### config.mk
export PLATFORM = sky130hd
export DESIGN_NAME = pra_cell
export DESIGN_NICKNAME = d
export VERILOG_FILES = /design/src/rtl/core/pra_pkg.sv /design/src/rtl/core/pra_cell.sv
export SDC_FILE = /design/constraint.sdc
export NUM_CORES = 1
export LEC_CHECK = 0
export BUFFER_PORTS_ARGS = -buffer_cell sky130_fd_sc_hd__buf_2
export CORE_MARGIN = 2
export CORE_UTILIZATION = 40
export CTS_BUF_LIST = sky130_fd_sc_hd__clkbuf_8
export CTS_CLUSTER_SIZE = 25
export DETAILED_ROUTE_END_ITERATION = 16
export PLACE_DENSITY_LB_ADDON = 0.2
export SLEW_MARGIN = 20
export SYNTH_ARGS = -nofsm -noshare
export SYNTH_HDL_FRONTEND = slang
export SYNTH_SLANG_ARGS = --single-unit
export TNS_END_PERCENT = 30
### constraint.sdc
create_clock -name clk -period 19.7 [get_ports clk]
set_clock_uncertainty 0.05 [all_clocks]
set_input_delay 2.955 -clock clk [delete_from_list [all_inputs] [get_ports clk]]
set_output_delay 2.955 -clock clk [all_outputs]
set_load 0.01 [all_outputs]
### src/rtl/core/pra_pkg.sv
`default_nettype none

package pra_pkg;

  localparam int COORD_WIDTH   = 24;
  localparam int CORDIC_STAGES = 16;
  localparam int TABLE_SIZE    = 24;
  localparam int NUM_STAGES    = (CORDIC_STAGES > TABLE_SIZE) ? TABLE_SIZE : CORDIC_STAGES;
  localparam int SHIFT_W       = $clog2(TABLE_SIZE);

  localparam int ANGLE_WIDTH   = 17;
  localparam int ANGLE_EXT_W   = ANGLE_WIDTH + 1;
  localparam int FULL_TURN     = 46080;
  localparam int HALF_TURN     = 23040;
  localparam int QUARTER_TURN  = 11520;
  localparam int ANGLE_SHIFT   = 13;

  localparam int GUARD_BITS    = 16;
  localparam int GAIN_FRAC     = 30;
  localparam int GAIN_Q30      = 652032874;
  localparam int IN_SHIFT      = GAIN_FRAC - GUARD_BITS;

  // Working widths: coordinates carry the guard bits plus headroom for the
  // growth of the micro-rotations; the angle accumulator holds about 2^27.
  localparam int CEXT_W = COORD_WIDTH + 1;
  localparam int PROD_W = CEXT_W + GAIN_FRAC;
  localparam int XW     = COORD_WIDTH + GUARD_BITS + 4;
  localparam int ZW     = 30;
  localparam int RW     = XW - GUARD_BITS;

  typedef logic signed [COORD_WIDTH-1:0] coord_t;
  typedef logic signed [ANGLE_WIDTH-1:0] angle_t;
  typedef logic signed [ANGLE_EXT_W-1:0] angle_ext_t;
  typedef logic signed [CEXT_W-1:0]      coord_ext_t;
  typedef logic signed [PROD_W-1:0]      prod_t;
  typedef logic signed [XW-1:0]          work_t;
  typedef logic signed [ZW-1:0]          zang_t;
  typedef logic signed [RW-1:0]          round_t;
  typedef logic [SHIFT_W-1:0]            shift_t;

  typedef struct packed {
    work_t x;
    work_t y;
    zang_t z;
  } cordic_data_t;

  localparam angle_ext_t FULL_TURN_A    = angle_ext_t'(FULL_TURN);
  localparam angle_ext_t HALF_TURN_A    = angle_ext_t'(HALF_TURN);
  localparam angle_ext_t QUARTER_TURN_A = angle_ext_t'(QUARTER_TURN);

  localparam logic signed [GAIN_FRAC:0] GAIN_S   = (GAIN_FRAC + 1)'(GAIN_Q30);
  localparam prod_t                     ROUND_IN = prod_t'(1) <<< (IN_SHIFT - 1);
  localparam work_t                     ROUND_OUT = work_t'(1) <<< (GUARD_BITS - 1);

  localparam coord_t COORD_MAX = {1'b0, {(COORD_WIDTH-1){1'b1}}};
  localparam coord_t COORD_MIN = {1'b1, {(COORD_WIDTH-1){1'b0}}};

  // atan(2^-i) in degrees, scaled by 2^20 and rounded to nearest.
  function automatic zang_t atan_deg(input shift_t idx);
    zang_t val;
    val = '0;
    unique case (idx)
      5'd0:    val = zang_t'(47185920);
      5'd1:    val = zang_t'(27855475);
      5'd2:    val = zang_t'(14718068);
      5'd3:    val = zang_t'(7471121);
      5'd4:    val = zang_t'(3750058);
      5'd5:    val = zang_t'(1876857);
      5'd6:    val = zang_t'(938658);
      5'd7:    val = zang_t'(469357);
      5'd8:    val = zang_t'(234682);
      5'd9:    val = zang_t'(117342);
      5'd10:   val = zang_t'(58671);
      5'd11:   val = zang_t'(29335);
      5'd12:   val = zang_t'(14668);
      5'd13:   val = zang_t'(7334);
      5'd14:   val = zang_t'(3667);
      5'd15:   val = zang_t'(1833);
      5'd16:   val = zang_t'(917);
      5'd17:   val = zang_t'(458);
      5'd18:   val = zang_t'(229);
      5'd19:   val = zang_t'(115);
      5'd20:   val = zang_t'(57);
      5'd21:   val = zang_t'(29);
      5'd22:   val = zang_t'(14);
      5'd23:   val = zang_t'(7);
      default: val = '0;
    endcase
    return val;
  endfunction

endpackage

`default_nettype wire

### src/rtl/core/pra_cell.sv
`default_nettype none

// One CORDIC micro-rotation with its own pipeline register.
module pra_cell (
  input  wire logic                  clk,
  input  wire logic                  rst_n,
  input  wire pra_pkg::shift_t       shamt,
  input  wire pra_pkg::zang_t        atan_val,
  input  wire logic                  up_valid,
  input  wire pra_pkg::cordic_data_t up_data,
  output logic                       up_ready,
  output logic                       dn_valid,
  output pra_pkg::cordic_data_t      dn_data,
  input  wire logic                  dn_ready
);

  logic                  valid_r;
  pra_pkg::cordic_data_t data_r;
  pra_pkg::cordic_data_t data_nxt;
  pra_pkg::work_t        dx, dy;

  always_comb begin
    dx = up_data.y >>> shamt;
    dy = up_data.x >>> shamt;
    // A zero residual angle turns counterclockwise.
    if (!up_data.z[pra_pkg::ZW-1]) begin
      data_nxt.x = up_data.x - dx;
      data_nxt.y = up_data.y + dy;
      data_nxt.z = up_data.z - atan_val;
    end else begin
      data_nxt.x = up_data.x + dx;
      data_nxt.y = up_data.y - dy;
      data_nxt.z = up_data.z + atan_val;
    end
  end

  assign up_ready = !valid_r || dn_ready;
  assign dn_valid = valid_r;
  assign dn_data  = data_r;

  always_ff @(posedge clk) begin
    if (!rst_n) begin
      valid_r <= 1'b0;
    end else if (up_ready) begin
      valid_r <= up_valid;
    end
  end

  always_ff @(posedge clk) begin
    if (up_ready && up_valid) begin
      data_r <= data_nxt;
    end
  end

endmodule

`default_nettype wire

After elaboration in Yosys (flattened, before gate mapping)
Cells that the tools add are included.
{"block": "word_totals", "output_inout_bits": 120, "word_cells": 16, "ff_bits": 119, "inputBits": 157}
{"block": "op_classes", "shifts": 2, "n_reduce_logical": 3, "add_sub_neg": 6, "muxes": 1}
{"cell": "2-to-1 mux 118 bit", "count": 1}
{"cell": "adder 44 bit", "count": 2}
{"cell": ">>> shifter 44 x 5 -> 44 bit", "count": 2}
{"cell": "subtractor 44 bit", "count": 2}
{"cell": "adder 30 bit", "count": 1}
{"cell": "subtractor 30 bit", "count": 1}
{"cell": "logical AND 1 bit", "count": 1}
{"cell": "zero test 1 bit", "count": 1}
{"cell": "logical OR 1 bit", "count": 1}

Longest topological paths before layout
{"block": "logic_depth", "ltp_word": 3, "depth_mapped": 29, "mapped_depth_nobuf": 22}

Least setup slack after synthesis
No wires, ideal clock.
{"block": "synth_path", "path_type": "input port to flip-flop", "start": "input port shamt[0]", "end": "register data_r, in the netlist dn_data[117] (data pin)", "setup_time_ns": 0.258, "required_ns": 19.392, "slack_ns": 11.254, "arrival_time_ns": 8.138, "path_buffers": 7, "cell_stages": 25, "cell_sequence": "buf_6 buf_8 buf_6 buf_4 buf_4 buf_4 buf_2 o32ai_1 nor4_1 inv_1 ha_1 and2_1 a21oi_1 xnor2_1 ha_1 a2111oi_0 o21ai_0 a21oi_1 o311ai_0 a21oi_1 o21ai_0 a41o_1 o31a_1 o221a_2 xnor2_1"}
{"element": "start, declared", "line": "pra_cell.sv:7", "text": "input wire pra_pkg::shift_t shamt,"}
{"element": "end signal, assigned", "line": "pra_cell.sv:51", "text": "data_r <= data_nxt;"}
{"element": "end, declared", "line": "pra_cell.sv:18", "text": "pra_pkg::cordic_data_t data_r;"}

==> flow_summary_export.csv <==
group,metric,value,unit
worst_setup_path,worst_path_max_delay_cell,"nor4_1",
timing,worst_slew_pin_slew,1.36,ns
cts,clk_pin_slew,0.08,ns
placed_design,post-place-ws,9.10,ns
cts,cts.htree.levels,4,
min_path,hold_class,"flop to flop",
timing,max_slew_margin,9.39,%
cells_and_area,fillers,4739,
run_status,status,"finished clean",
yosys,yosys-top-cells-area,"edfxtp_1 18%, mux4_2 14%, ha_1 8.3%",
global_routing,antenna_found_initial,3,
timing,timing.final.crit_share,50.6,%
worst_setup_path,required,19.92,ns
route,vias,19100,
floorplanning,die_area,50100,sq um
worst_setup_path,worst-setup-path-type,"input port to flop",
route,finalWirelength,78400,microns
global_routing,grt_pass1_wl,116000,microns
yosys,syn_nets,2372,
route,antenna_left,0,
yosys,synth_cells,2084,
yosys,synth_area_per_cell,9.28,sq um
route,viasPerCell,6.55,
min_path,min_delay_path_depth,2,
worst_setup_path,endpoint_kind,"flop",
yosys,ys_seq_elements,119,
yosys,ys_seq_area_share,18.4,%
cts,cts_resized,0,
cells_and_area,area_delta_synth_final,10.2,%
floorplanning,fp.coreArea,47700,sq um
global_routing,grt_max_degree,75,
cts,cts_buffers,17,
worst_setup_path,critPathMaxFanout,59,
cells_and_area,drive_gt1_share,23.5,%
timing,fin_setup_tns,0,ns
yosys,synth_top_flop_cell,"edfxtp_1",
placed_design,place.gp.congestion,1.08,
worst_setup_path,r2r_cells,3,
global_routing,overflow,0,
pwr,powerDensity,70.5,nW/um^2
route,dr.first_iter.drc_count,2145,
timing,clock.fmax,100,MHz
cts,cts_hold_buf,0,
pwr,total_power,1.50,mW
floorplanning,dieHeight,224,microns
route,wl_per_cell,26.9,microns
cts,cts_setup_buffers,0,
floorplanning,placement_rows,80,
yosys,ys_top_cells_by_count,"184 x a21oi_1, 147 x nor2_1, 145 x nand2_1, 128 x ha_1, 119 x xnor2_1",
worst_setup_path,cp.arrival,10.19,ns
floorplanning,io_pins,277,
floorplanning,die_width,224,microns
worst_setup_path,crit_chain,"buf_4 -> buf_4 -> nor2_1 -> buf_4 -> nand2_1 -> o22ai_1 -> nor4_1 -> inv_1 -> ha_1 -> and2_1 -> a21oi_1 -> xnor2_1 -> ha_1 -> a2111oi_0 -> o21ai_0 -> a21oi_1 -> o311ai_0 -> a21oi_1 -> o21ai_0 -> a41o_1 -> o31a_1 -> o221a_2 -> xnor2_1",
run,maxCapViolCount,0,
timing,post-route-min-period,9.96,ns
timing,rsz0062_at_grt,"false",
floorplanning,start_util,40.5,%
cells_and_area,ff_latch_area,3560,sq um
global_routing,track_usage,30.7,%
cts,cts_tree,"yes",
worst_setup_path,regToRegSetupSlack,17.32,ns
cts,cts_root_buf,"clkbuf_8",
yosys,synth_edf_count,118,
placed_design,port_buffers,276,
yosys,synth_cell_types,101,
global_routing,first_global_vias,18000,
route,drc_errors,0,
cts,clk_latency,0.52,ns
timing,timing.final.ws_setup,9.74,ns
placed_design,place_hpwl,61100,microns
cells_and_area,nets,2570,
cts,clockBufferDepth,2,
cells_and_area,multiInputGateArea,14900,sq um
min_path,min_delay_worst_endpoint,"dn_valid$_SDFFE_PN0N_",
route,dr.pass1.iters,6,
worst_setup_path,reg2reg_from,"dn_valid$_SDFFE_PN0N_",
yosys,async_flop_share,0,%
timing,finalHoldViolations,0,
timing,finalSetupViolations,0,
worst_setup_path,critPathLaunchType,"input port",
yosys,synth_most_common_cell,"a21oi_1",
yosys,syn_area,19300,sq um
min_path,hold_path_startpoint,"dn_valid$_SDFFE_PN0N_",
pwr,power_leakage,8.75,nW
yosys,yosysTopAreaCell,"edfxtp_1",
yosys,synth_warnings,0,
pwr,peakVddDrop,0.0000418,V
yosys,synth_top_area_share,18.3,%
worst_setup_path,max_stage_delay,0.88,ns
timing,slew_viol_final,0,
worst_setup_path,r2r-end,"dn_data[107]$_DFFE_PP_",
cts,cts_sinks,119,
==> logic make-up after synthesis <==
logic type               synth area share (%)
flip-flops                               18.4
multiplexers                             21.3
AO/OA/AOI/OAI                            22.8
AND/OR/NAND/NOR                          14.3
XOR/XNOR                                 9.73
buffers and inverters                    4.86
adder cells (fa/ha/maj)                  8.59
==> worst max-delay path, delay by kind of cell <==
kind | cells | cell delay (ns)
xor+xnor | 2 | 0.22
fa+ha+maj | 2 | 0.62
compound gates | 11 | 3.38
buf+inv | 4 | 1.65
simple gates | 4 | 1.33
==> sequential cells by signal, summed over array words and instances (netlist names) <==
name      cells
dn_data     118
dn_valid      1
==> routing by layer <==
metal	GRT usage, %	part of all wire (%)
met1	40.9	41
met2	47.0	44
met3	7.65	10
met4	13.4	4.4
met5	0	0
==> report_power, final <==
| group | internal [mW] | switching, mW | total, mW |
|---|---|---|---|
| Sequential | 0.371 | 0.0155 | 0.387 |
| Combinational | 0.364 | 0.532 | 0.896 |
| Clock | 0.110 | 0.110 | 0.220 |
| Total | 0.845 | 0.657 | 1.50 |
==> worst max-delay path by stage <==
stage,start,to,slack (ns),cells past startpoint
after global routing,shamt[3],dn_data[117]$_DFFE_PP_,9.45,23
after floorplan,shamt[0],dn_data[117]$_DFFE_PP_,11.25,25
after global placement,shamt[0],dn_data[117]$_DFFE_PP_,9.28,20
after CTS,shamt[0],dn_data[117]$_DFFE_PP_,9.69,21
final,shamt[3],dn_data[117]$_DFFE_PP_,9.74,23
after detailed placement,shamt[0],dn_data[117]$_DFFE_PP_,9.10,21
==> final cells by class <==
type	instances	area share, %
clock inverter	14	0.634
inverter	50	0.880
sequential	119	16.7
antenna	2	0.0235
timing repair buffer	298	7.35
clock buffer	17	1.10
tap	615	3.61
multi-input combinational	1796	69.7
==> placed cells by master (no fill, tap or decap), types with 65 or more instances in the layout <==
cell type	n
a21o_1	81
a21oi_1	184
buf_2	271
edfxtp_1	118
ha_1	128
mux2i_1	65
mux4_2	117
nand2_1	145
nor2_1	147
o21ai_0	87
xnor2_1	119
xor2_1	96
==> stage by stage <==
step	hold slack, ns	instance area (sq um)	utilization, %	std cells
after global routing	0.539	21300	44.7	2911
after detailed placement	0.487	20900	43.9	2878
after global placement	0.456	20900	43.9	2878
after CTS	0.497	21300	44.6	2909
final	0.489	21300	44.7	2911
after floorplan	0.560	19300	-	2084
(Power assumes the default switching activity.)
