$ cat src/rtl/core/pra_pkg.sv
`default_nettype none

package pra_pkg;

  localparam int COORD_WIDTH   = 24;
  localparam int CORDIC_STAGES = 16;
  localparam int TABLE_SIZE    = 24;
  localparam int NUM_STAGES    = (CORDIC_STAGES > TABLE_SIZE) ? TABLE_SIZE : CORDIC_STAGES;
  localparam int SHIFT_W       = $clog2(TABLE_SIZE);

  localparam int ANGLE_WIDTH   = 17;
  localparam int ANGLE_EXT_W   = ANGLE_WIDTH + 1;
  localparam int FULL_TURN     = 46080;
  localparam int HALF_TURN     = 23040;
  localparam int QUARTER_TURN  = 11520;
  localparam int ANGLE_SHIFT   = 13;

  localparam int GUARD_BITS    = 16;
  localparam int GAIN_FRAC     = 30;
  localparam int GAIN_Q30      = 652032874;
  localparam int IN_SHIFT      = GAIN_FRAC - GUARD_BITS;

  // Working widths: coordinates carry the guard bits plus headroom for the
  // growth of the micro-rotations; the angle accumulator holds about 2^27.
  localparam int CEXT_W = COORD_WIDTH + 1;
  localparam int PROD_W = CEXT_W + GAIN_FRAC;
  localparam int XW     = COORD_WIDTH + GUARD_BITS + 4;
  localparam int ZW     = 30;
  localparam int RW     = XW - GUARD_BITS;

  typedef logic signed [COORD_WIDTH-1:0] coord_t;
  typedef logic signed [ANGLE_WIDTH-1:0] angle_t;
  typedef logic signed [ANGLE_EXT_W-1:0] angle_ext_t;
  typedef logic signed [CEXT_W-1:0]      coord_ext_t;
  typedef logic signed [PROD_W-1:0]      prod_t;
  typedef logic signed [XW-1:0]          work_t;
  typedef logic signed [ZW-1:0]          zang_t;
  typedef logic signed [RW-1:0]          round_t;
  typedef logic [SHIFT_W-1:0]            shift_t;

  typedef struct packed {
    work_t x;
    work_t y;
    zang_t z;
  } cordic_data_t;

  localparam angle_ext_t FULL_TURN_A    = angle_ext_t'(FULL_TURN);
  localparam angle_ext_t HALF_TURN_A    = angle_ext_t'(HALF_TURN);
  localparam angle_ext_t QUARTER_TURN_A = angle_ext_t'(QUARTER_TURN);

  localparam logic signed [GAIN_FRAC:0] GAIN_S   = (GAIN_FRAC + 1)'(GAIN_Q30);
  localparam prod_t                     ROUND_IN = prod_t'(1) <<< (IN_SHIFT - 1);
  localparam work_t                     ROUND_OUT = work_t'(1) <<< (GUARD_BITS - 1);

  localparam coord_t COORD_MAX = {1'b0, {(COORD_WIDTH-1){1'b1}}};
  localparam coord_t COORD_MIN = {1'b1, {(COORD_WIDTH-1){1'b0}}};

  // atan(2^-i) in degrees, scaled by 2^20 and rounded to nearest.
  function automatic zang_t atan_deg(input shift_t idx);
    zang_t val;
    val = '0;
    unique case (idx)
      5'd0:    val = zang_t'(47185920);
      5'd1:    val = zang_t'(27855475);
      5'd2:    val = zang_t'(14718068);
      5'd3:    val = zang_t'(7471121);
      5'd4:    val = zang_t'(3750058);
      5'd5:    val = zang_t'(1876857);
      5'd6:    val = zang_t'(938658);
      5'd7:    val = zang_t'(469357);
      5'd8:    val = zang_t'(234682);
      5'd9:    val = zang_t'(117342);
      5'd10:   val = zang_t'(58671);
      5'd11:   val = zang_t'(29335);
      5'd12:   val = zang_t'(14668);
      5'd13:   val = zang_t'(7334);
      5'd14:   val = zang_t'(3667);
      5'd15:   val = zang_t'(1833);
      5'd16:   val = zang_t'(917);
      5'd17:   val = zang_t'(458);
      5'd18:   val = zang_t'(229);
      5'd19:   val = zang_t'(115);
      5'd20:   val = zang_t'(57);
      5'd21:   val = zang_t'(29);
      5'd22:   val = zang_t'(14);
      5'd23:   val = zang_t'(7);
      default: val = '0;
    endcase
    return val;
  endfunction

endpackage

`default_nettype wire

$ cat src/rtl/core/pra_prep.sv
`default_nettype none

// Front end: folds the angle into +-90 degrees, applies the half turn to the
// point, removes the CORDIC gain and rounds into the working format.
module pra_prep (
  input  wire logic                  clk,
  input  wire logic                  rst_n,
  input  wire pra_pkg::angle_t       angle,
  input  wire logic                  up_valid,
  input  wire pra_pkg::coord_t       up_x,
  input  wire pra_pkg::coord_t       up_y,
  output logic                       up_ready,
  output logic                       dn_valid,
  output pra_pkg::cordic_data_t      dn_data,
  input  wire logic                  dn_ready
);

  pra_pkg::angle_ext_t a_ext;
  pra_pkg::angle_ext_t a_mod;
  pra_pkg::angle_ext_t a_fold;
  logic                flip;

  logic                 a_valid_r;
  pra_pkg::coord_ext_t  xa_r, ya_r;
  pra_pkg::zang_t       za_r;
  logic                 b_valid_r;
  pra_pkg::prod_t       xp_r, yp_r;
  pra_pkg::zang_t       zb_r;
  logic                 c_valid_r;
  pra_pkg::cordic_data_t data_c_r;

  pra_pkg::coord_ext_t  xa_nxt, ya_nxt;
  pra_pkg::zang_t       za_nxt;
  pra_pkg::prod_t       xp_nxt, yp_nxt;
  pra_pkg::cordic_data_t data_c_nxt;

  logic a_rdy, b_rdy, c_rdy;

  always_comb begin
    a_ext = pra_pkg::angle_ext_t'(angle);
    if (a_ext >= pra_pkg::HALF_TURN_A) begin
      a_mod = a_ext - pra_pkg::FULL_TURN_A;
    end else if (a_ext < -pra_pkg::HALF_TURN_A) begin
      a_mod = a_ext + pra_pkg::FULL_TURN_A;
    end else begin
      a_mod = a_ext;
    end
    flip   = 1'b0;
    a_fold = a_mod;
    if (a_mod > pra_pkg::QUARTER_TURN_A) begin
      flip   = 1'b1;
      a_fold = a_mod - pra_pkg::HALF_TURN_A;
    end else if (a_mod < -pra_pkg::QUARTER_TURN_A) begin
      flip   = 1'b1;
      a_fold = a_mod + pra_pkg::HALF_TURN_A;
    end
    xa_nxt = flip ? -pra_pkg::coord_ext_t'(up_x) : pra_pkg::coord_ext_t'(up_x);
    ya_nxt = flip ? -pra_pkg::coord_ext_t'(up_y) : pra_pkg::coord_ext_t'(up_y);
    za_nxt = pra_pkg::zang_t'(a_fold) <<< pra_pkg::ANGLE_SHIFT;
  end

  always_comb begin
    xp_nxt = pra_pkg::prod_t'(xa_r) * pra_pkg::prod_t'(pra_pkg::GAIN_S);
    yp_nxt = pra_pkg::prod_t'(ya_r) * pra_pkg::prod_t'(pra_pkg::GAIN_S);
  end

  always_comb begin
    data_c_nxt.x = pra_pkg::work_t'((xp_r + pra_pkg::ROUND_IN) >>> pra_pkg::IN_SHIFT);
    data_c_nxt.y = pra_pkg::work_t'((yp_r + pra_pkg::ROUND_IN) >>> pra_pkg::IN_SHIFT);
    data_c_nxt.z = zb_r;
  end

  assign c_rdy    = !c_valid_r || dn_ready;
  assign b_rdy    = !b_valid_r || c_rdy;
  assign a_rdy    = !a_valid_r || b_rdy;
  assign up_ready = a_rdy;
  assign dn_valid = c_valid_r;
  assign dn_data  = data_c_r;

  always_ff @(posedge clk) begin
    if (!rst_n) begin
      a_valid_r <= 1'b0;
      b_valid_r <= 1'b0;
      c_valid_r <= 1'b0;
    end else begin
      if (a_rdy) a_valid_r <= up_valid;
      if (b_rdy) b_valid_r <= a_valid_r;
      if (c_rdy) c_valid_r <= b_valid_r;
    end
  end

  always_ff @(posedge clk) begin
    if (a_rdy && up_valid) begin
      xa_r <= xa_nxt;
      ya_r <= ya_nxt;
      za_r <= za_nxt;
    end
    if (b_rdy && a_valid_r) begin
      xp_r <= xp_nxt;
      yp_r <= yp_nxt;
      zb_r <= za_r;
    end
    if (c_rdy && b_valid_r) begin
      data_c_r <= data_c_nxt;
    end
  end

endmodule

`default_nettype wire

$ cat config.mk
export PLATFORM = sky130hd
export DESIGN_NAME = pra_prep
export DESIGN_NICKNAME = d
export VERILOG_FILES = /design/src/rtl/core/pra_pkg.sv /design/src/rtl/core/pra_prep.sv
export SDC_FILE = /design/constraint.sdc
export NUM_CORES = 2
export LEC_CHECK = 0
export BUFFER_PORTS_ARGS = -buffer_cell sky130_fd_sc_hd__buf_2
export CAP_MARGIN = 25
export CORE_UTILIZATION = 69
export DETAILED_ROUTE_END_ITERATION = 6
export PLACE_DENSITY_LB_ADDON = 0.2
export SYNTH_ARGS = -nofsm -noshare
export SYNTH_HDL_FRONTEND = slang
export SYNTH_SLANG_ARGS = --single-unit
export TNS_END_PERCENT = 30
$ cat constraint.sdc
create_clock -name clk -period 28 [get_ports clk]
set_input_delay 2.8 -clock clk [delete_from_list [all_inputs] [get_ports clk]]
set_output_delay 2.8 -clock clk [all_outputs]
set_load 0.02 [all_outputs]
======== Word-level counts from Yosys, hierarchy flattened ========
Index checks and enable logic that the tools add are counted.
operators by class
  add/sub/neg operators ................... 8
  $mul .................................... 2
  order comparisons ....................... 4
  mux-type cells .......................... 8
  reductions and logical operators ........ 9
operator list
  cell                                                                  number
  adder 55 x 15 -> 55 bit (second input constant)                       2
  multiplier 25 x 30 -> 54 bit (second input constant)                  2
  two-way mux 25 bit                                                    2
  negation 24 -> 25 bit                                                 2
  two-way mux 18 bit                                                    2
  two-way mux 17 bit                                                    2
  adder 17 x 17 -> 18 bit (second input constant)                       1
  > comparator 18 x 15 -> 1 bit (second input constant)                 1
  < comparator 18 x 15 -> 1 bit (second input constant)                 1
  subtractor 17 x 17 -> 18 bit (second input constant)                  1
  adder 17 x 16 -> 17 bit (second input constant)                       1
  greater-or-equal comparator 17 x 16 -> 1 bit (second input constant)  1
  < comparator 17 x 16 -> 1 bit (second input constant)                 1
  subtractor 17 x 16 -> 17 bit (second input constant)                  1
  logical AND 1 bit                                                     3
  logical NOT 1 bit                                                     3
  logical OR 1 bit                                                      3
  two-way mux 1 bit                                                     2
storage, ports and cells
  flip-flop bits (word level) ............. 294
  input bits .............................. 69
  output and inout bits ................... 120
  word-level logic and storage cells ...... 43

======== Logic depth before layout (Yosys ltp) ========
  depth after elaboration ................. 7
  mapped depth ............................ 24

======== Worst setup path after synthesis ========
Ideal clock, no wire load.
  path type ............................... input-to-reg
  from .................................... in dn_ready
  to ...................................... reg xp_r[13], enable pin
  arrival ................................. 10.207 ns
  data required time ...................... 27.285 ns
  path slack .............................. 17.078 ns
  cell stages on the path ................. 2
  buffers on the path ..................... 0
  cell sequence ........................... nor2b_1 a21boi_0
between the ends
  longest elaborated chain between the ends .. 3
RTL lines
  element               RTL line        RTL
  from (decl)           pra_prep.sv:15  input wire logic dn_ready
  logical OR 1 bit      pra_prep.sv:73  assign c_rdy = !c_valid_r || dn_ready;
  logical OR 1 bit      pra_prep.sv:74  assign b_rdy = !b_valid_r || c_rdy;
  logical AND 1 bit     pra_prep.sv:98  if (b_rdy && a_valid_r) begin
  to (signal assigned)  pra_prep.sv:99  xp_r <= xp_nxt;
  to (decl)             pra_prep.sv:27  pra_pkg::prod_t xp_r, yp_r;
No other way between the ends.
A chain may end at the register's enable or synchronous reset.

======== Worst setup path in the final report ========
  from .................................... reg ya_r[5]
  to ...................................... reg yp_r[47] (data pin)
between the ends
  longest elaborated chain between the ends .. 1
RTL lines
  element                       RTL line         RTL
  from (decl)                   pra_prep.sv:24   pra_pkg::coord_ext_t xa_r, ya_r;
  from (signal assigned)        pra_prep.sv:95   ya_r <= ya_nxt;
  multiplier 25 x 30 -> 54 bit  pra_prep.sv:64   yp_nxt = pra_pkg::prod_t'(ya_r) * pra_pkg::prod_t'(pra_pkg::GAIN_S);
  net yp_nxt[47]                pra_prep.sv:34   pra_pkg::prod_t xp_nxt, yp_nxt;
  to (signal assigned)          pra_prep.sv:100  yp_r <= yp_nxt;
  to (decl)                     pra_prep.sv:27
The timed path passes the listed nets, and every way through them passes these cells.

==> results.md <==
* Synth Register Bits at 270
* Crit Path Class: flip-flop to flip-flop
* Critical path capture point type: flip-flop
* Multi-input logic area at 24900 um2
* Fin. max-slew vios at 0
* First-pass GRT wire length at 149 mm
* Clock latency on the worst-skew pair at 630 ps
* Clock Sinks at 270
* Vias at 24200
* # fillers at 3450
* Chip Width at 232 um
* Area growth syn-to-layout at 7.21%
* Synth cell count leaders: inv_1 (890), fa_1 (620), ha_1 (508)
* Max-cap violations at 0
* Final Hold Viols at 0
* Initial DRC Count at 1768
* Launch point of the worst hold path: zb_r[28]$_DFFE_PP_
* Vias per std cell at 5.84
* Outcome: completed
* Die span in y at 232 um
* Post-route setup slack at 19780 ps
* WL final at 96.1 mm
* H-tree depth at 1
* Cts bufs inserted at 31
* Synth top area share at 0.340
* CP Launch Type: flip-flop
* DRC at 0
* Setup TNS at 0 ps
* DRT Pass-1 Iters at 7
* I/O pins at 189
* Distinct cells, synth at 79
* Most common cell in the netlist: inv_1
* Rel. slew slack at 0.301
* R2r startpoint: ya_r[5]$_DFFE_PP_
* Hpwl dp at 81.7 mm
* Fin cells at 4154
* Synth async-reset ratio at 0
* Top cells by area, synth: fa_1 (34%), edfxtp_1 (22%), ha_1 (17%), inv_1 (9.2%), xnor2_1 (3.3%)
* Syn avg cell area at 11.2 um2
* Final setup violating endpoints at 0
* Post-synth top area cell: fa_1
* Layout cell share with drive strength beyond 1 at 0.0771
* Final ANT Viol Nets at 0
* Initial Utilization at 0.704
* Yosys Warn Count at 0
* Post-CTS sizing at 0
* Max Fclk at 0.122 GHz
* Clock period minus worst slack at 8220 ps
* Crit-path max FO at 9
* DIE AREA at 53800 um2
* Required time worst endpoint at 28350 ps
* Worst-Margin Slew at 1040 ps
* Fin crit share at 0.294
* Worst clock skew at 25.2 ps
* RSZ-0062 raised after global routing: false
* Largest net degree at the start of global routing at 83
* Register Area at 8080 um2
* CTS max path bufs at 3
* Cell count after synthesis at 3260
* Post-Syn Area at 36500 um2
* Clk slew on worst S/H paths at 60 ps
* Final weighted congestion of routability-driven global placement at 1.03
* Top_reg_cell synth: edfxtp_1
* CP arrival at 8570 ps
* Cell row count at 83
* Root buffer cell: clkbuf_16
* Post-synth EDFFs at 267
* # Post-CTS Setup Buffers at 0
* Gr usage total at 0.372
* Layout Nets at 4646
* Port buffer count at 175
* Seq/Total Area, Yosys at 0.221
* Antenna cells at 0
* Tightest Hold Check Type: flip-flop to flip-flop
* Core Area at 51800 um2
* Number of global-route vias before repair at 26700
* DP Cell Count at 4094
* Avg WL per Cell at 23.1 um
* CP startpoint: ya_r[5]$_DFFE_PP_
* Total global routing overflow at 0
* Initial antenna violation count at 1
* Hold_buf cts at 0
* CTS tree: yes
* Setup WS pre-CTS at 19930 ps
==> cell families (layout without fill, tap and decap cells) <==
| kind of cell | count (synthesis) | after routing | share of synthesized area |
|---|---|---|---|
| buffers and inverters | 929 | 1131 | 0.0986 |
| and+or+nand+nor | 399 | 399 | 0.0545 |
| DFF | 270 | 270 | 0.221 |
| xor gates and xnor gates | 214 | 214 | 0.0516 |
| adders and majority gates | 1128 | 1128 | 0.514 |
| muxes | 2 | 2 | 0.000549 |
| other | 1 | 13 | 0.000103 |
| AOI/OAI and AO/OA | 317 | 317 | 0.0592 |
==> layout make-up <==
type                            instances  area share
Tap cell                              680      0.0217
Clock buffer                           39      0.0206
Clock inverter                         19     0.00454
Multi-Input combinational cell       2073       0.636
Sequential cell                       270       0.206
Timing Repair Buffer                  183      0.0249
Inverter                              890      0.0854
==> routing by layer <==
metal,share of wire,global-route usage
met5,0.00011,0
met4,0.059,0.183
met3,0.061,0.0517
met2,0.51,0.658
met1,0.37,0.445
==> critical path: stages (launching register included) <==
cell	delay [ps]
edfxtp_1	630
inv_1	160
ha_1	390
inv_1	130
fa_1	550
inv_1	80
fa_1	540
inv_1	50
fa_1	480
fa_1	550
inv_1	50
fa_1	470
inv_1	50
fa_1	440
ha_1	380
nand3_1	130
nor3_1	260
nand2_1	90
a311oi_1	840
o21ai_1	260
a21oi_1	350
o2111ai_1	220
a21boi_0	460
a31oi_1	220
xnor2_1	190
==> registers in the layout (all words and copies together) (netlist names) <==
name / count
zb_r: 17
yp_r: 42
ya_r: 25
dn_data: 99
a_valid_r: 1
b_valid_r: 1
xp_r: 42
za_r: 17
dn_valid: 1
xa_r: 25
==> worst paths after layout <==
| path | endpoint | slack, ps | depth (start not counted) |
|---|---|---|---|
| setup reg to reg | yp_r[47]$_DFFE_PP_ | 19780 | 24 |
| setup / recovery | yp_r[47]$_DFFE_PP_ | 19780 | 24 |
| hold / removal | dn_data[28]$_DFFE_PP_ | 420 | 0 |
| hold reg to reg | dn_data[28]$_DFFE_PP_ | 420 | 0 |
==> stage by stage <==
stage	cell area, um2	util	hold WS [ps]
2_1_floorplan	36500	-	400
3_3_place_gp	38100	0.735	400
3_5_place_dp	38100	0.735	405
4_1_cts	39100	0.754	419
5_1_grt	39100	0.755	425
6_report	39100	0.755	418
==> placed cells by master, fill, tap and decap left out, types with 4 or more instances in the layout <==
cell type   instances
nand2b_1            9
nor2_1             92
xnor2_1           138
a221oi_1            6
or3_1               9
clkinvlp_4          4
nand4_1            19
a21boi_0            5
o21ai_0            53
fa_1              620
and3_1             32
clkbuf_16          31
and2_1              7
a21o_1             52
clkbuf_1            8
buf_4               6
ha_1              508
inv_6               5
nor2b_1            16
o21bai_1           10
a21oi_1            81
nor3_1             26
conb_1             13
nand3_1            58
o21a_1             13
o21ai_1             7
inv_1             890
o31ai_1            11
buf_2             175
edfxtp_1          267
nand2_1            95
a31oi_1            10
xor2_1             75
and4_1              6
a211oi_1           11
or2_2              12
a311oi_1            4
o41ai_1             5
Power is not shown: default switching activity piles up to over one toggle a cycle in this logic, so the estimate is an artifact.
