## config.mk

```make
export PLATFORM = sky130hd
export DESIGN_NAME = pra_finish
export DESIGN_NICKNAME = d
export VERILOG_FILES = /design/src/rtl/core/pra_pkg.sv /design/src/rtl/core/pra_finish.sv
export SDC_FILE = /design/constraint.sdc
export NUM_CORES = 1
export LEC_CHECK = 0
export ABC_AREA = 1
export BUFFER_PORTS_ARGS = -buffer_cell sky130_fd_sc_hd__buf_2
export CAP_MARGIN = 25
export CORE_MARGIN = 1
export CORE_UTILIZATION = 46
export CTS_BUF_LIST = sky130_fd_sc_hd__clkbuf_16
export CTS_CLUSTER_SIZE = 24
export DETAILED_ROUTE_END_ITERATION = 16
export HOLD_SLACK_MARGIN = 0.12
export PLACE_DENSITY = 0.82
export SETUP_SLACK_MARGIN = 0.2
export SLEW_MARGIN = 30
export SYNTH_ARGS = -nofsm -noshare
export SYNTH_HDL_FRONTEND = slang
export SYNTH_SLANG_ARGS = --single-unit
```

## constraint.sdc

```tcl
create_clock -name clk -period 4.8 [get_ports clk]
set_input_delay 0.96 -clock clk [delete_from_list [all_inputs] [get_ports clk]]
set_output_delay 0.96 -clock clk [all_outputs]
set_load 0.005 [all_outputs]
```

## src/rtl/core/pra_pkg.sv

```systemverilog
`default_nettype none

package pra_pkg;

  localparam int COORD_WIDTH   = 24;
  localparam int CORDIC_STAGES = 16;
  localparam int TABLE_SIZE    = 24;
  localparam int NUM_STAGES    = (CORDIC_STAGES > TABLE_SIZE) ? TABLE_SIZE : CORDIC_STAGES;
  localparam int SHIFT_W       = $clog2(TABLE_SIZE);

  localparam int ANGLE_WIDTH   = 17;
  localparam int ANGLE_EXT_W   = ANGLE_WIDTH + 1;
  localparam int FULL_TURN     = 46080;
  localparam int HALF_TURN     = 23040;
  localparam int QUARTER_TURN  = 11520;
  localparam int ANGLE_SHIFT   = 13;

  localparam int GUARD_BITS    = 16;
  localparam int GAIN_FRAC     = 30;
  localparam int GAIN_Q30      = 652032874;
  localparam int IN_SHIFT      = GAIN_FRAC - GUARD_BITS;

  // Working widths: coordinates carry the guard bits plus headroom for the
  // growth of the micro-rotations; the angle accumulator holds about 2^27.
  localparam int CEXT_W = COORD_WIDTH + 1;
  localparam int PROD_W = CEXT_W + GAIN_FRAC;
  localparam int XW     = COORD_WIDTH + GUARD_BITS + 4;
  localparam int ZW     = 30;
  localparam int RW     = XW - GUARD_BITS;

  typedef logic signed [COORD_WIDTH-1:0] coord_t;
  typedef logic signed [ANGLE_WIDTH-1:0] angle_t;
  typedef logic signed [ANGLE_EXT_W-1:0] angle_ext_t;
  typedef logic signed [CEXT_W-1:0]      coord_ext_t;
  typedef logic signed [PROD_W-1:0]      prod_t;
  typedef logic signed [XW-1:0]          work_t;
  typedef logic signed [ZW-1:0]          zang_t;
  typedef logic signed [RW-1:0]          round_t;
  typedef logic [SHIFT_W-1:0]            shift_t;

  typedef struct packed {
    work_t x;
    work_t y;
    zang_t z;
  } cordic_data_t;

  localparam angle_ext_t FULL_TURN_A    = angle_ext_t'(FULL_TURN);
  localparam angle_ext_t HALF_TURN_A    = angle_ext_t'(HALF_TURN);
  localparam angle_ext_t QUARTER_TURN_A = angle_ext_t'(QUARTER_TURN);

  localparam logic signed [GAIN_FRAC:0] GAIN_S   = (GAIN_FRAC + 1)'(GAIN_Q30);
  localparam prod_t                     ROUND_IN = prod_t'(1) <<< (IN_SHIFT - 1);
  localparam work_t                     ROUND_OUT = work_t'(1) <<< (GUARD_BITS - 1);

  localparam coord_t COORD_MAX = {1'b0, {(COORD_WIDTH-1){1'b1}}};
  localparam coord_t COORD_MIN = {1'b1, {(COORD_WIDTH-1){1'b0}}};

  // atan(2^-i) in degrees, scaled by 2^20 and rounded to nearest.
  function automatic zang_t atan_deg(input shift_t idx);
    zang_t val;
    val = '0;
    unique case (idx)
      5'd0:    val = zang_t'(47185920);
      5'd1:    val = zang_t'(27855475);
      5'd2:    val = zang_t'(14718068);
      5'd3:    val = zang_t'(7471121);
      5'd4:    val = zang_t'(3750058);
      5'd5:    val = zang_t'(1876857);
      5'd6:    val = zang_t'(938658);
      5'd7:    val = zang_t'(469357);
      5'd8:    val = zang_t'(234682);
      5'd9:    val = zang_t'(117342);
      5'd10:   val = zang_t'(58671);
      5'd11:   val = zang_t'(29335);
      5'd12:   val = zang_t'(14668);
      5'd13:   val = zang_t'(7334);
      5'd14:   val = zang_t'(3667);
      5'd15:   val = zang_t'(1833);
      5'd16:   val = zang_t'(917);
      5'd17:   val = zang_t'(458);
      5'd18:   val = zang_t'(229);
      5'd19:   val = zang_t'(115);
      5'd20:   val = zang_t'(57);
      5'd21:   val = zang_t'(29);
      5'd22:   val = zang_t'(14);
      5'd23:   val = zang_t'(7);
      default: val = '0;
    endcase
    return val;
  endfunction

endpackage

`default_nettype wire

```

## src/rtl/core/pra_finish.sv

```systemverilog
`default_nettype none

// Output stage: rounds back to Q12.12, saturates, and holds the result item.
module pra_finish (
  input  wire logic                  clk,
  input  wire logic                  rst_n,
  input  wire logic                  up_valid,
  input  wire pra_pkg::cordic_data_t up_data,
  output logic                       up_ready,
  output logic                       out_valid,
  output pra_pkg::coord_t            x_out,
  output pra_pkg::coord_t            y_out,
  output logic                       clamped,
  input  wire logic                  out_ready
);

  localparam pra_pkg::round_t HI = pra_pkg::round_t'(pra_pkg::COORD_MAX);
  localparam pra_pkg::round_t LO = pra_pkg::round_t'(pra_pkg::COORD_MIN);

  logic            valid_r;
  pra_pkg::coord_t x_r, y_r;
  logic            clamped_r;

  pra_pkg::round_t rx, ry;
  pra_pkg::coord_t x_nxt, y_nxt;
  logic            sat_x, sat_y;

  always_comb begin
    rx = pra_pkg::round_t'((up_data.x + pra_pkg::ROUND_OUT) >>> pra_pkg::GUARD_BITS);
    ry = pra_pkg::round_t'((up_data.y + pra_pkg::ROUND_OUT) >>> pra_pkg::GUARD_BITS);
    sat_x = 1'b1;
    sat_y = 1'b1;
    if (rx > HI) begin
      x_nxt = pra_pkg::COORD_MAX;
    end else if (rx < LO) begin
      x_nxt = pra_pkg::COORD_MIN;
    end else begin
      x_nxt = pra_pkg::coord_t'(rx);
      sat_x = 1'b0;
    end
    if (ry > HI) begin
      y_nxt = pra_pkg::COORD_MAX;
    end else if (ry < LO) begin
      y_nxt = pra_pkg::COORD_MIN;
    end else begin
      y_nxt = pra_pkg::coord_t'(ry);
      sat_y = 1'b0;
    end
  end

  assign up_ready  = !valid_r || out_ready;
  assign out_valid = valid_r;
  assign x_out     = x_r;
  assign y_out     = y_r;
  assign clamped   = clamped_r;

  always_ff @(posedge clk) begin
    if (!rst_n) begin
      valid_r <= 1'b0;
    end else if (up_ready) begin
      valid_r <= up_valid;
    end
  end

  always_ff @(posedge clk) begin
    if (up_ready && up_valid) begin
      x_r       <= x_nxt;
      y_r       <= y_nxt;
      clamped_r <= sat_x || sat_y;
    end
  end

endmodule

`default_nettype wire

```

---- Word level (Yosys, flattened, before mapping) ----
Index checks and enable logic that the tools add are counted.
operators by class
  add/sub/neg operators ................... 2
  magnitude comparators ................... 4
  muxes and demuxes ....................... 6
  reduce and logical (&&, ||, !) cells .... 4
operators by type and width
  cell                      number
  $add A44 B17 Y44 const B  2
  $gt A28 B24 Y1 const B    2
  $lt A28 B24 Y1 const B    2
  $mux W24                  2
  $mux W1                   4
  $logic_or A1 B1 Y1        2
  $logic_and A1 B1 Y1       1
  $logic_not A1 Y1          1
storage, ports and cells
  flip-flop bits (word level) ............. 50
  input port bits ......................... 122
  output and inout port bits .............. 51

---- Depth between registers and ports, before layout ----
Gate-level depths: netlist (run 1).
  depth after elaboration ................. 5
  gate-level depth with buffers ........... 14
  gate-level depth less buffers ........... 14

---- Worst setup path after synthesis (run 1) ----
OpenSTA, ideal clock, no wires.
  kind .................................... in2reg
  from .................................... input up_valid
  to ...................................... register clamped_r, in the netlist clamped (enable)
  setup time .............................. 0.472 ns
  data arrival time ....................... 3.389 ns
  data required time ...................... 4.328 ns
  slack ................................... 0.939 ns
  stages on the path ...................... 2
  cells stage by stage .................... inv_1 > a21oi_1
on the way
  longest elaborated chain between the ends .. 1
ends and longest elaborated chain
  what                  RTL line          RTL
  from (decl)           pra_finish.sv:7   input wire logic up_valid,
  $logic_and A1 B1 Y1   pra_finish.sv:66  if (up_ready && up_valid) begin
  to (signal assigned)  pra_finish.sv:69  clamped_r <= sat_x || sat_y;
  to (decl)             pra_finish.sv:22  logic clamped_r;
Every way passes these cells.
A chain may end at the register's enable or synchronous reset.

---- Final worst setup path (run 1) ----
  from .................................... input up_data[45] in the netlist's numbering
  to ...................................... register y_r[2], in the netlist y_out[2], data pin
on the way
  longest elaborated chain between the ends .. 3
ends and longest elaborated chain
  what                  RTL line          RTL
  from (decl)           pra_finish.sv:8   input wire pra_pkg::cordic_data_t up_data,
  $add A44 B17 Y44 (*)  pra_finish.sv:30  ry = pra_pkg::round_t'((up_data.y + pra_pkg::ROUND_OUT) >>> pra_pkg::GUARD_BITS);
  $lt A28 B24 Y1        pra_finish.sv:43  end else if (ry < LO) begin
  $mux W24              pra_finish.sv:43
  to (signal assigned)  pra_finish.sv:68  y_r <= y_nxt;
  to (decl)             pra_finish.sv:21  pra_pkg::coord_t x_r, y_r;
Mark *: on every way between the ends. The rest lies on a longest branch, timed or not.

==> flow_summary.yaml, run 1 <==
logic_synthesis:
  synth_area_um2: 3250
  yosysWarnings: 0
  synth-edff-count: 49
  synth_cell_type_count: 25
  syn-num-nets: 512
  ys_seq_elements: 50
  synth_top_area_cell: "edfxtp_1"
  avgSynthCellArea_um2: 8.38
  yosys_most_used_dff: "edfxtp_1"
  yosysTopAreaCellShare_pct: 45.2
  synth_area_leaders: "edfxtp_1, nand2_1, xnor2_1"
  netlist_instances: 388
  synth_async_sr_flop_share_pct: 0
  synth.yosys.seq_area_share_pct: 45.8
detailed_routing:
  vias_per_cell: 4.99
  dr.pass1.iters: 4
  drt_wl_total_mm: 7.42
  vias: 2982
  drt_iter0_markers: 162
  wl_per_cell_um: 12.4
  drc: 0
  drtAntennaViolNets: 0
clock_network:
  clockRootBuffer: "clkbuf_16"
  cts_resized: 0
  hold_buffers: 0
  cts_tree: "yes"
  cts_sinks: 50
  htree_levels: 2
  clk_latency_ns: 0.29
  cts_setup_buffers: 0
  cts_buffer_depth: 2
  clkTransAtPathRegs_ns: 0.06
  numCtsBuffers: 5
floorplanning:
  core-area_um2: 6790
  die_h_um: 86.1
  die_w_um: 86.1
  dieArea_um2: 7410
  pin_count: 173
  initial_core_util_pct: 47.9
  row_count: 30
timing:
  max_freq_mhz: 338
  min_period_ns: 2.96
  hold_viol: 0
  tns_ns: 0
  rsz0062_at_grt: "no"
  slew_violations: 0
  slew_headroom_pct: 45.1
  worst_slew_pin_slew_ns: 0.822
  setup_viol: 0
  skew_ns: 0.00563
  period_share_pct: 61.6
  hold_ws_ns: 0.559
critical_path:
  crit_type: "input port to flip-flop"
  worstPathCellList: "buf_2 -> ha_1 -> inv_2 -> nor2_1 -> nand2_1 -> nor2_4 -> nand2_2 -> nor2_4 -> xnor2_1 -> nor2_2 -> o21ai_0"
  crit_path_frequent_cell: "nor2_4"
  cpMaxStageDelayCell: "nor2_2"
  arrival_ns: 2.95
  cp_num_buf_inv: 2
  worstSetupEndpointType: "flip-flop"
  cp_top_family: "simple AND/OR/NAND/NOR gates"
  max_stage_delay_ns: 0.66
  critPathLaunchType: "input port"
  crit_required_ns: 4.79
  cp_max_fo: 22
grt:
  first_global_vias: 2658
  grt_overflow: 0
  antenna_found_initial: 0
  grt_pass1_wl_mm: 12.1
  grt_max_degree: 50
  track_usage_pct: 20.7
cells_and_area:
  utilization_pct: 59.7
  nets: 624
  layout-drive-gt1-share_pct: 29.1
  postLayoutCellArea_um2: 4060
  n_antenna_cell: 0
  area_delta_synth_final_pct: 24.7
pwr:
  power_density_nw_per_um2: 269
  leakage_uw: 0.00157
  vdd_drop_max_uv: 180
  p_total_uw: 1090
placement:
  io_buffers: 112
  dp_hpwl_mm: 5.80
  routabilityCongestion: 0.910
  placed_area_um2: 3890
run:
  cap_violations: 0
outcome:
  status: "complete, no violations"
hold_path:
  worstHoldPathType: "flip-flop to flip-flop"
==> sequential cells by signal, summed over array words and instances (netlist names) <==
signal     flops
x_out         24
clamped        1
out_valid      1
y_out         24
==> stage by stage <==
step | worst slack [ns] | instances
6_report | 1.84 | 597
5_1_grt | 1.57 | 597
4_1_cts | 1.83 | 597
3_5_place_dp | 1.55 | 589
3_3_place_gp | 1.60 | 589
2_1_floorplan | 0.939 | 388
==> Yosys cell counts, types with 2 or more instances <==
| cell type | count |
|---|---|
| a21oi_1 | 4 |
| buf_2 | 3 |
| buf_4 | 2 |
| buf_6 | 3 |
| edfxtp_1 | 49 |
| ha_1 | 2 |
| inv_1 | 14 |
| inv_2 | 3 |
| nand2_1 | 112 |
| nand2_2 | 3 |
| nand3_1 | 14 |
| nand3b_1 | 6 |
| nand4_1 | 3 |
| nor2_1 | 54 |
| nor2_2 | 13 |
| nor2_4 | 5 |
| nor3_1 | 4 |
| o21ai_0 | 5 |
| o21ai_1 | 37 |
| xnor2_1 | 24 |
| xor2_1 | 24 |
==> cells by family after synthesis <==
kind of cell,share of synthesized area [%]
buffers and inverters,3.92
XOR/XNOR,12.9
AO/OA/AOI/OAI,7.31
AND/OR/NAND/NOR,29.2
flip-flops,45.8
adder cells (fa/ha/maj),0.769
==> placed cells by master, fill, tap and decap left out <==
master        n
o21ai_0       5
clkinvlp_4    1
nand3_1      14
dfxtp_1       1
clkbuf_16     5
edfxtp_1     49
inv_1        15
nand2_1     112
nand3b_1      6
xnor2_1      24
xor2_1       24
a21boi_0      1
o21ai_1      37
nand2_2       3
ha_1          2
buf_2       112
inv_2         3
nor4_1        1
buf_4         1
nor2_2       13
a21oi_4       1
nand2_4       1
bufinv_16     1
nor3_1        4
nand4_1       3
a21oi_1       3
nor2_1       54
nor2_4        5
==> tightest hold or removal path: cells and delay by family, from the launching register on <==
| kind | cells | cell delay, ns |
|---|---|---|
| flops | 1 | 0.34 |
| simple gates | 1 | 0.09 |
| compound gates | 1 | 0.08 |
==> layout make-up <==
cell class	instances	area, µm²
clock buffer	5	125
clock inverter	3	41.3
fill	583	2740
inverter	17	63.8
multi-input combinational	313	1650
sequential	50	1490
tap	96	120
timing repair buffer	113	568
==> path summary, 6_finish.rpt <==
check | end | depth (start not counted) | slack [ns] | startpoint
setup / recovery | y_out[2] | 11 | 1.84 | up_data[45]
hold / removal | out_valid | 2 | 0.56 | out_valid
hold reg to reg | out_valid | 2 | 0.56 | out_valid
setup reg to reg | x_out[3] | 2 | 3.43 | out_valid
==> layer usage <==
metal | vias to the layer above | track usage [%] | part of all wire [%]
met5 | - | 0 | 0
met3 | 8 | 2.31 | 6.4
li1 | 1515 | - | -
met4 | 0 | 5.76 | 1.1
met2 | 133 | 32.4 | 44
met1 | 1326 | 30.3 | 48
==> power by group <==
part / switching [µW] / internal, µW
Sequential: 7.70 / 517
Clock: 149 / 244
Combinational: 103 / 70.9
Total: 259 / 831
(Power assumes the default switching activity.)
==> run 2, diff against run 1 <==
Settings changed: CORE_UTILIZATION 46 to 41, PLACE_DENSITY 0.82 to 0.77.
Clock period 4.8 ns to 2.44 ns, I/O delays scaled along.
==> flow_summary.yaml, run 2 (same netlist as run 1, synthesis figures left out) <==
pwr:
  vdd_drop_max_uv: 401
  power_density_nw_per_um2: 494
  leakage_uw: 0.00165
clock_network:
  clkTransAtPathRegs_ns: 0.06
  cts_tree: "yes"
  hold_buffers: 0
  cts_sinks: 50
  htree_levels: 2
  cts_buffer_depth: 2
  clk_latency_ns: 0.28
  clockRootBuffer: "clkbuf_16"
  numCtsBuffers: 5
run:
  cap_violations: 0
grt:
  track_usage_pct: 18.9
  first_global_vias: 2654
  grt_max_degree: 50
  antenna_found_initial: 0
  grt_pass1_wl_mm: 12.5
  grt_overflow: 0
critical_path:
  crit_type: "input port to flip-flop"
  cp_num_buf_inv: 2
  crit_path_frequent_cell: "nor2_4"
  critPathLaunchType: "input port"
  arrival_ns: 2.12
  crit_required_ns: 2.48
  cp_max_fo: 19
  worstSetupEndpointType: "flip-flop"
  worstPathCellList: "buf_2 -> ha_1 -> nand2_1 -> nor2_2 -> nand2_2 -> nor2_4 -> nand2_4 -> nor2_4 -> xnor2_1 -> nor2_4 -> buf_12 -> nor2_2 -> nand2_1"
  cpMaxStageDelayCell: "xnor2_1"
  cp_top_family: "simple AND/OR/NAND/NOR gates"
  max_stage_delay_ns: 0.25
placement:
  routabilityCongestion: 0.885
  dp_hpwl_mm: 6.32
  placed_area_um2: 4050
  io_buffers: 112
  dp_slack_ns: 0.0364
timing:
  min_period_ns: 2.08
  rsz0062_at_grt: "yes"
  hold_viol: 0
  worst_slew_pin_slew_ns: 0.454
  tns_ns: 0
  slew_violations: 0
  max_freq_mhz: 480
  setup_slack_ns: 0.358
  skew_ns: 0.00884
  setup_viol: 0
  period_share_pct: 85.3
  slew_headroom_pct: 69.5
detailed_routing:
  dr.pass1.iters: 7
  drt_iter0_markers: 119
  vias_per_cell: 4.75
  vias: 2936
  wl_per_cell_um: 12.7
  drt_wl_total_mm: 7.86
  drtAntennaViolNets: 0
  drc: 0
cells_and_area:
  nets: 639
  n_antenna_cell: 0
  layout.cells.most_common: "buf_2"
  mostFrequentLayoutCells: "buf_2, nand2_1, nor2_1"
  fillCellCount: 752
  area_delta_synth_final_pct: 29.0
  layout-drive-gt1-share_pct: 31.4
  postLayoutCellArea_um2: 4200
floorplanning:
  pin_count: 173
  die_h_um: 91.1
  initial_core_util_pct: 42.3
  core-area_um2: 7690
  die_w_um: 91.1
  dieArea_um2: 8290
  row_count: 32
outcome:
  status: "complete, no violations"
hold_path:
  worstHoldPathType: "input port to flip-flop"
-- run 2: layer usage --
metal | GRT usage (%) | vias up | wire, µm
met5 | 0 | - | 0
met2 | 30.1 | 102 | 3520
met4 | 6.61 | 0 | 176
met1 | 26.5 | 1272 | 3740
met3 | 2.18 | 16 | 427
li1 | - | 1546 | -
-- run 2: stage by stage --
| step | instances | total power, µW | hold WS, ns | util, % |
|---|---|---|---|---|
| after floorplan | 388 | 1230 | 0.558 | - |
| after global placement | 610 | 1410 | 0.523 | 52.6 |
| after detailed placement | 610 | 1410 | 0.544 | 52.6 |
| after CTS | 618 | 2090 | 0.457 | 54.5 |
| after global routing | 618 | 2160 | 0.468 | 54.6 |
| final | 618 | 2080 | 0.463 | 54.6 |
-- run 2: final cells by class --
type | instances | area [µm²] | share of cell area, %
timing repair buffer | 128 | 718 | 17.1
multi-input combinational | 313 | 1650 | 39.4
clock inverter | 3 | 18.8 | 0.447
inverter | 17 | 63.8 | 1.52
clock buffer | 5 | 125 | 2.98
sequential | 50 | 1490 | 35.5
tap | 102 | 128 | 3.04
-- run 2: final timing paths --
path	start	endpoint	slack [ns]	cells after the start
worst max-delay path	up_data[89]	clamped	0.36	13
worst min-delay path	rst_n	out_valid	0.46	2
worst min register to register	out_valid	out_valid	0.55	2
worst max register to register	out_valid	x_out[4]	1.32	2
-- run 2: where the power goes --
group / leakage, µW / switching, µW / internal, µW
sequential: 0.000470 / 13.3 / 1010
clock: 0.0000672 / 304 / 377
combinational: 0.00111 / 210 / 157
-- run 2: repair_timing --
item,4_1_cts,5_1_grt
setup buffers,0,0
gates resized for setup,0,2
endpoints found under the setup margin,0,24
-- run 2: worst register-to-register path, stage by stage (launching register included) --
cell	delay, ns
dfxtp_1	0.34
a21oi_4	0.18
buf_12	0.28
==> run 3, diff against run 2 <==
Settings changed: ABC_AREA 1 to default, CORE_UTILIZATION 41 to 40, CTS_CLUSTER_DIAMETER from default to 200, PLACE_DENSITY 0.77 to 0.76.
==> flow_summary.yaml, run 3 <==
logic_synthesis:
  synth_async_sr_flop_share_pct: 0
  synth.yosys.seq_area_share_pct: 48.5
  syn-num-nets: 415
  synth_commonest_cells: "edfxtp_1, o21ai_0, xor2_1"
  synth_cell_type_count: 47
  ys_seq_elements: 50
  netlist_instances: 291
  yosys_most_used_dff: "edfxtp_1"
  synth_area_leaders: "edfxtp_1, xor2_1, o21ai_0"
  synth-edff-count: 49
  yosysTopAreaCellShare_pct: 47.8
  synth_top_area_cell: "edfxtp_1"
  avgSynthCellArea_um2: 10.6
  synth_area_um2: 3080
  synth_most_common_cell: "edfxtp_1"
  yosysWarnings: 0
hold_path:
  worstHoldPathType: "input port to flip-flop"
  min_from: "rst_n"
timing:
  max_freq_mhz: 433
  worst_slew_pin_slew_ns: 0.454
  rsz0062_at_grt: "yes"
  min_period_ns: 2.31
  hold_ws_ns: 0.457
  period_share_pct: 94.7
  tns_ns: 0
  hold_viol: 0
  skew_ns: 0.0114
  slew_headroom_pct: 69.4
  setup_viol: 0
  slew_violations: 0
  setup_slack_ns: 0.129
clock_network:
  cts_tree: "yes"
  htree_levels: 2
  cts_sinks: 50
  cts_buffer_depth: 2
  clk_latency_ns: 0.29
  clkTransAtPathRegs_ns: 0.06
  clockRootBuffer: "clkbuf_16"
  hold_buffers: 0
  numCtsBuffers: 5
floorplanning:
  dieArea_um2: 8040
  die_h_um: 89.7
  row_count: 31
  initial_core_util_pct: 42.0
  core-area_um2: 7330
  pin_count: 173
  die_w_um: 89.7
placement:
  routabilityCongestion: 0.891
  dp.cells: 558
  dp_slack_ns: -0.223
  dp_hpwl_mm: 6.09
  io_buffers: 112
outcome:
  status: "complete, no violations"
cells_and_area:
  n_antenna_cell: 0
  area_delta_synth_final_pct: 55.3
  layout.cells.most_common: "buf_2"
  nets: 601
  final-instance-count-excl-fill: 577
  layout-drive-gt1-share_pct: 52.5
  mostFrequentLayoutCells: "buf_2, buf_4, edfxtp_1"
detailed_routing:
  drt_iter0_markers: 142
  dr.pass1.iters: 4
  wl_per_cell_um: 15.1
  drtAntennaViolNets: 0
  vias_per_cell: 5.22
  top_layer: "met4"
  dr_wl_met2_mm: 4.35
  vias: 3012
  wl_met1_mm: 3.72
  drc: 0
  wl_met3_um: 421
  drt_wl_total_mm: 8.74
run:
  cap_violations: 0
grt:
  antenna_found_initial: 0
  grt_pass1_wl_mm: 12.5
  track_usage_pct: 20.5
  first_global_vias: 2757
  grt_max_degree: 50
  grt_overflow: 0
pwr:
  leakage_uw: 0.00190
  vdd_drop_max_uv: 331
  p_total_uw: 2290
  power_density_nw_per_um2: 479
critical_path:
  reg2reg_from: "out_valid"
  arrival_ns: 2.34
  cp_max_fo: 11
  worstSetupEndpointType: "flip-flop"
  crit_required_ns: 2.46
  critPathLaunchType: "input port"
  max_stage_delay_ns: 0.59
  crit_type: "input port to flip-flop"
  startpoint: "up_data[91]"
  cp_num_buf_inv: 2
  cpMaxStageDelayCell: "or4_4"
  cp_top_family: "simple AND/OR/NAND/NOR gates"
  worstPathCellList: "buf_2 -> nand4_1 -> or4_4 -> o41ai_2 -> o211ai_1 -> nand2b_2 -> buf_12 -> o21ai_0"
==> run 3: kinds of logic after synthesis <==
logic type	count (synthesis)	share of synthesized area, %
flops	50	48.5
compound gates	65	13.6
simple gates	106	20.3
buf+inv	21	3.42
fa+ha+maj	2	0.814
xor+xnor	47	13.4
==> run 3: metrics by stage <==
| step | util [%] | area (µm²) |
|---|---|---|
| final | 65.2 | 4780 |
| after global routing | 65.2 | 4780 |
| after CTS | 61.9 | 4540 |
| after detailed placement | 58.8 | 4310 |
| after global placement | 58.8 | 4310 |
| after floorplan | - | 3180 |
==> run 3: routing by layer <==
layer	up-vias	track usage (%)
li1	1482	-
met1	1397	25.2
met2	110	35.6
met3	23	3.84
met4	0	7.94
met5	-	0
==> run 3: timing repair <==
action | 4_1_cts | 5_1_grt
gates resized for setup | 9 | 48
endpoints found under the hold margin | 0 | 0
pin swaps | 1 | 18
cloned | 2 | 4
setup buffers | 1 | 4
endpoints found under the setup margin | 42 | 47
==> run 3: cell type report <==
| type | count | area (µm²) |
|---|---|---|
| sequential | 50 | 1490 |
| inverter | 10 | 37.5 |
| multi-input combinational | 223 | 1710 |
| timing repair buffer | 187 | 1240 |
| fill | 567 | 2550 |
| clock buffer | 5 | 125 |
| tap | 99 | 124 |
| clock inverter | 3 | 43.8 |
==> run 3: final timing paths <==
path                    end  slack, ns  depth (start not counted)
hold reg to reg   out_valid       0.53                          2
setup / recovery   x_out[1]       0.13                          8
hold / removal    out_valid       0.46                          2
setup reg to reg  x_out[15]       1.28                          3
==> run 3: power by group <==
| group | total [µW] | leakage, µW | switching, µW | internal, µW |
|---|---|---|---|---|
| registers | 1030 | 0.000472 | 13.2 | 1020 |
| logic | 464 | 0.00135 | 236 | 228 |
| clock network | 797 | 0.0000842 | 311 | 486 |
